[src/hdl/dlmh_ram.sv]
// ----------------------------------------------------------------------------
// Generic RAM
// One write port and one read port with registered read data.
// ----------------------------------------------------------------------------
`default_nettype none

module dlmh_ram #(
  parameter int unsigned WIDTH = 8,
  parameter int unsigned DEPTH = 64,
  localparam int unsigned AW = (DEPTH > 1) ? $clog2(DEPTH) : 1
) (
  input  wire logic             clk_i,
  input  wire logic             we_i,
  input  wire logic [AW-1:0]    waddr_i,
  input  wire logic [WIDTH-1:0] wdata_i,
  input  wire logic             re_i,
  input  wire logic [AW-1:0]    raddr_i,
  output logic      [WIDTH-1:0] rdata_o
);

  logic [WIDTH-1:0] mem_q [DEPTH];

  always_ff @(posedge clk_i) begin
    if (we_i) begin
      mem_q[waddr_i] <= wdata_i;
    end
    if (re_i) begin
      rdata_o <= mem_q[raddr_i];
    end
  end

endmodule

`default_nettype wire

[config.mk]
export PLATFORM = sky130hd
export DESIGN_NAME = dlmh_ram
export DESIGN_NICKNAME = d
export VERILOG_FILES = /design/src/hdl/dlmh_ram.sv
export SDC_FILE = /design/constraint.sdc
export NUM_CORES = 1
export LEC_CHECK = 0
export BUFFER_PORTS_ARGS = -buffer_cell sky130_fd_sc_hd__clkbuf_2
export CAP_MARGIN = 0
export CORE_MARGIN = 4
export CORE_UTILIZATION = 60
export DETAILED_ROUTE_END_ITERATION = 8
export PLACE_DENSITY = 0.76
export SKIP_CTS_REPAIR_TIMING = 1
export SLEW_MARGIN = 20
export SYNTH_ARGS = -nofsm -noshare
export SYNTH_HDL_FRONTEND = slang
export SYNTH_SLANG_ARGS = --single-unit
[constraint.sdc]
create_clock -name clk_i -period 3.9 [get_ports clk_i]
set_clock_uncertainty 0.1 [all_clocks]
set_input_delay 0.585 -clock clk_i [delete_from_list [all_inputs] [get_ports clk_i]]
set_output_delay 0.585 -clock clk_i [all_outputs]
set_load 0.01 [all_outputs]
=== Yosys cells after proc, flatten, opt, wreduce, memory -nomap -nowiden ===
Memory sizes are Yosys's and may differ from the RTL's. A register that Yosys moved wholly into a read port is not among the register bits.
Cells that the tools add are included.

* Flip-flop bits (word level): 0
* Latch bits: 0
* RAM bits: 512
* Bits in read-only memories: 0
* Input bits: 23
* Output and inout bits: 8
* Logic and storage cells: 3
* Memories: 1

{| class="wikitable"
|+ Memory list
! name !! depth !! bits a word !! read ports !! clocked after memory_dff !! write ports !! RTL line !! text
|-
| mem_q || 64 || 8 || 1 || 1 || 1 || 21 || <nowiki>logic [WIDTH-1:0] mem_q [DEPTH];</nowiki>
|}

* Add/sub/neg operators: 0
* $mul: 0
* Div/mod/pow operators: 0
* Order comparisons: 0
* Equality and inequality tests: 0
* Shifts and indexed selects: 0
* Muxes and demuxes: 2
* Bitwise logic cells: 0
* Reductions and logical operators: 0

{| class="wikitable"
|+ Operator list
! kind !! count
|-
| 2-to-1 mux 1 bit || 2
|}

=== Logic depth before layout (Yosys ltp) ===
* Depth after elaboration: 2
* Mapped depth: 9
* Mapped depth without buffers: 5

=== Least setup slack after synthesis ===
No wires, ideal clock.

* Path kind: input-to-reg
* Start point: in raddr_i[1]
* End point: reg rdata_o[3] (read register of mem_q), data pin
* Setup time: 0.266 ns
* Arrival: 2.125 ns
* Data required time: 3.534 ns
* Slack: 1.409 ns
* Stages on the path: 7
* Buffers on the path: 3
* Path through: buf_4 buf_2 buf_2 mux4_2 mux4_2 o21ai_1 o41ai_1

{| class="wikitable"
|+ RTL lines
! what !! RTL line !! text
|-
| from (decl) || 17 || <nowiki>input wire logic [AW-1:0] raddr_i,</nowiki>
|-
| to (decl) || 18 || <nowiki>output logic [WIDTH-1:0] rdata_o</nowiki>
|}

==> impl_metrics.prom <==
# TYPE chip_impl_metric gauge
chip_impl_info{name="worstHoldPathType",value="primary input to flip-flop"} 1
chip_impl_metric{name="p_comb_frac",unit=""} 0.049
chip_impl_metric{name="source_to_sink_clock_delay_at_the_later_pin_of_the_worst_skew_pair",unit="ns"} 0.57
chip_impl_metric{name="max_cap_viol_count",unit=""} 0
chip_impl_info{name="top_library_cells_by_usage_in_the_layout_fill_and_taps_aside",value="edfxtp_1 (520), mux4_2 (126), nor2_1 (83)"} 1
chip_impl_metric{name="pin_count",unit=""} 31
chip_impl_info{name="run_status",value="finished clean"} 1
chip_impl_metric{name="grt_pass1_wl",unit="mm"} 65.9
chip_impl_metric{name="dp.final_hpwl",unit="mm"} 26.8
chip_impl_metric{name="area_delta_synth_final",unit="%"} 11.9
chip_impl_metric{name="timing.critical_path.required",unit="ns"} 4.09
chip_impl_metric{name="report.final.slew_viol_count",unit=""} 0
chip_impl_metric{name="antenna_found_initial",unit=""} 1
chip_impl_metric{name="slew_headroom",unit=""} 0.368
chip_impl_metric{name="synth.cell_area",unit="um2"} 20200
chip_impl_metric{name="finalNonFillerCells",unit=""} 1494
chip_impl_metric{name="fin_util",unit=""} 0.678
chip_impl_metric{name="hold-worst-slack",unit="ns"} 0.244
chip_impl_metric{name="gr-total-overflow",unit=""} 0
chip_impl_metric{name="drc",unit=""} 0
chip_impl_metric{name="worst-path-max-fanout",unit=""} 27
chip_impl_metric{name="yosys_register_bits",unit=""} 520
chip_impl_metric{name="cts.clk_slew.worst_paths",unit="ns"} 0.06
chip_impl_metric{name="layout_min_cycle_time",unit="ns"} 2.57
chip_impl_metric{name="n_antenna_cell",unit=""} 0
chip_impl_metric{name="vias_in_the_first_global_route",unit=""} 10100
chip_impl_metric{name="initial_utilization",unit=""} 0.605
chip_impl_metric{name="worst-slew-pin-transition",unit="ns"} 0.940
chip_impl_metric{name="post_route_cells_drive_above_1_share",unit=""} 0.263
chip_impl_metric{name="ir_drop",unit="V"} 0.000370
chip_impl_metric{name="cell_internal_pwr",unit="mW"} 9.33
chip_impl_info{name="final_common_cell",value="edfxtp_1"} 1
chip_impl_info{name="end_kind",value="flip-flop"} 1
chip_impl_metric{name="power.share.switching",unit=""} 0.202
chip_impl_info{name="cts_tree",value="done"} 1
chip_impl_info{name="crit_type",value="primary input to flip-flop"} 1
chip_impl_metric{name="netlist-cell-type-count",unit=""} 39
chip_impl_metric{name="fp.dieArea",unit="um2"} 36700
chip_impl_metric{name="num-nets-final",unit=""} 1029
chip_impl_metric{name="placed_cells_incl_taps",unit=""} 1400
chip_impl_metric{name="hold_depth",unit=""} 1
chip_impl_metric{name="cell_area_power_density",unit="nW/um2"} 516
chip_impl_info{name="unrepaired_setup_endpoints_after_global_routing",value="no"} 1
chip_impl_metric{name="avgSynthCellArea",unit="um2"} 21.5
chip_impl_metric{name="share_seq_of_total_power",unit=""} 0.532
chip_impl_info{name="start_kind",value="primary input"} 1
chip_impl_metric{name="clock_power_share",unit=""} 0.419
chip_impl_metric{name="num-fill-cells",unit=""} 2015
chip_impl_metric{name="final-hold-violation-count",unit=""} 0
chip_impl_metric{name="gp_congestion",unit=""} 0.861
chip_impl_metric{name="placement_rows",unit=""} 67
chip_impl_metric{name="clock_sink_count",unit=""} 520
chip_impl_metric{name="wl_per_cell",unit="um"} 29.3
chip_impl_info{name="cts_root_buf",value="clkbuf_16"} 1
chip_impl_metric{name="design.core.area",unit="um2"} 33400
chip_impl_metric{name="design_power_total",unit="mW"} 11.7
chip_impl_metric{name="routed-via-count",unit=""} 9807
chip_impl_metric{name="first_pass_iters",unit=""} 7
chip_impl_metric{name="detail_route.iter0.violations",unit=""} 1206
chip_impl_metric{name="tns",unit="ns"} 0
chip_impl_metric{name="detail_route.wirelength",unit="mm"} 43.7
chip_impl_metric{name="synth.yosys.seq_area_share",unit=""} 0.771
chip_impl_metric{name="max_freq",unit="GHz"} 0.388
chip_impl_metric{name="setup_viol",unit=""} 0
chip_impl_metric{name="placement.io_buffers",unit=""} 30
chip_impl_metric{name="clk_path_buf_depth",unit=""} 3
chip_impl_metric{name="avgViaCountPerCell",unit=""} 6.56
chip_impl_metric{name="numCtsBuffers",unit=""} 52
chip_impl_metric{name="p_sw",unit="mW"} 2.36
chip_impl_metric{name="synth_cells",unit=""} 940
chip_impl_metric{name="ys_warn_count",unit=""} 0
chip_impl_metric{name="postRouteAntennaNets",unit=""} 0
chip_impl_metric{name="static-leakage-power",unit="nW"} 7.11
chip_impl_metric{name="timing.final.crit_share",unit=""} 0.660
chip_impl_metric{name="grt_usage",unit=""} 0.248
chip_impl_metric{name="mappedNetlistNets",unit=""} 963
chip_impl_metric{name="die_y",unit="um"} 192
chip_impl_metric{name="fp.dieW",unit="um"} 192
chip_impl_metric{name="cts_htree_levels",unit=""} 2
chip_impl_metric{name="pin_count_of_the_biggest_net_entering_global_routing",unit=""} 68
chip_impl_metric{name="r2r.worst_path.cells",unit=""} 5
chip_impl_metric{name="critPathArrivalTime",unit="ns"} 2.77
[state kept, by name (all words and copies together) (netlist names)]
name,count
rdata_o,8
mem_q,512
[synth_stat cells, drive strengths merged]
cell	n	area share
nor2	83	0.015
nand3b	3	0.0011
nand2b	7	0.0022
and2	1	0.00031
nor3	7	0.0017
a21oi	3	0.00074
edfxtp	520	0.77
o22ai	8	0.0025
clkbuf	17	0.0032
o2bb2ai	3	0.0013
o221a	2	0.0011
buf	34	0.012
nand2	19	0.0035
a221oi	6	0.0026
nor2b	14	0.0043
a2111oi	2	0.00087
a31oi	1	0.00031
o41ai	2	0.00087
o21a	2	0.00074
o311ai	1	0.00043
a211oi	4	0.0015
mux2i	23	0.011
nand4	2	0.00062
nand4b	1	0.00043
o2111ai	3	0.0013
mux4	126	0.14
nand3	13	0.0032
a22oi	3	0.0011
o32ai	2	0.00087
o21ai	4	0.00099
or3	1	0.00031
nor4	2	0.00062
mux2	13	0.0072
o221ai	8	0.0035
[path summary, 6_finish.rpt]
| path | startpoint | to | slack (ns) |
|---|---|---|---|
| setup / recovery | raddr_i[0] | rdata_o[6] | 1.33 |
| setup reg to reg | mem_q[21][6] | rdata_o[6] | 1.64 |
| hold reg to reg | mem_q[34][2] | rdata_o[2] | 0.75 |
| hold / removal | wdata_i[5] | mem_q[49][5] | 0.24 |
[metal layers]
| metal | global-route usage | share of wire | up-vias |
|---|---|---|---|
| li1 | - | - | 4066 |
| met1 | 0.358 | 0.38 | 5088 |
| met2 | 0.391 | 0.49 | 548 |
| met3 | 0.0569 | 0.095 | 103 |
| met4 | 0.0674 | 0.027 | 2 |
| met5 | 0 | 0.00030 | - |
[through the flow]
step	worst slack (ns)	area, um2
floorplan	1.41	20200
global placement	0.771	21000
detailed placement	0.743	21000
CTS	1.32	22700
global route	1.21	22700
finish	1.33	22700
[final cells by class]
type / instances / area, um2 / area share
Clock inverter: 31 / 340 / 0.0150
Timing Repair Buffer: 63 / 489 / 0.0216
Clock buffer: 63 / 1340 / 0.0592
Multi-Input combinational cell: 369 / 4320 / 0.190
Sequential cell: 520 / 15600 / 0.689
Tap cell: 448 / 561 / 0.0247
[power groups by stage]
stage	registers, mW	logic [mW]	clock network, mW
after floorplan	6.33	0.330	0
after global placement	6.33	0.555	0
after detailed placement	6.33	0.569	0
after CTS	6.22	0.573	4.94
after global routing	6.21	0.609	5.22
final	6.22	0.572	4.90
[kinds of logic (layout without fill, tap and decap cells)]
logic type             Yosys count  after routing  synth area share
multiplexers                   162            162             0.159
AND/OR/NAND/NOR                153            153            0.0337
flip-flops                     520            520             0.771
AO/OA/AOI/OAI                   54             54            0.0206
buffers and inverters           51            157            0.0156
[worst max-delay path, cell delays in order]
cell and delay, ns:
clkbuf_8 0.33, buf_12 0.30, mux4_2 0.52, mux2_2 0.30
o221a_2 0.29, nor3_1 0.29, o32ai_1 0.13
Note: power is estimated with default switching activity, not from simulation.
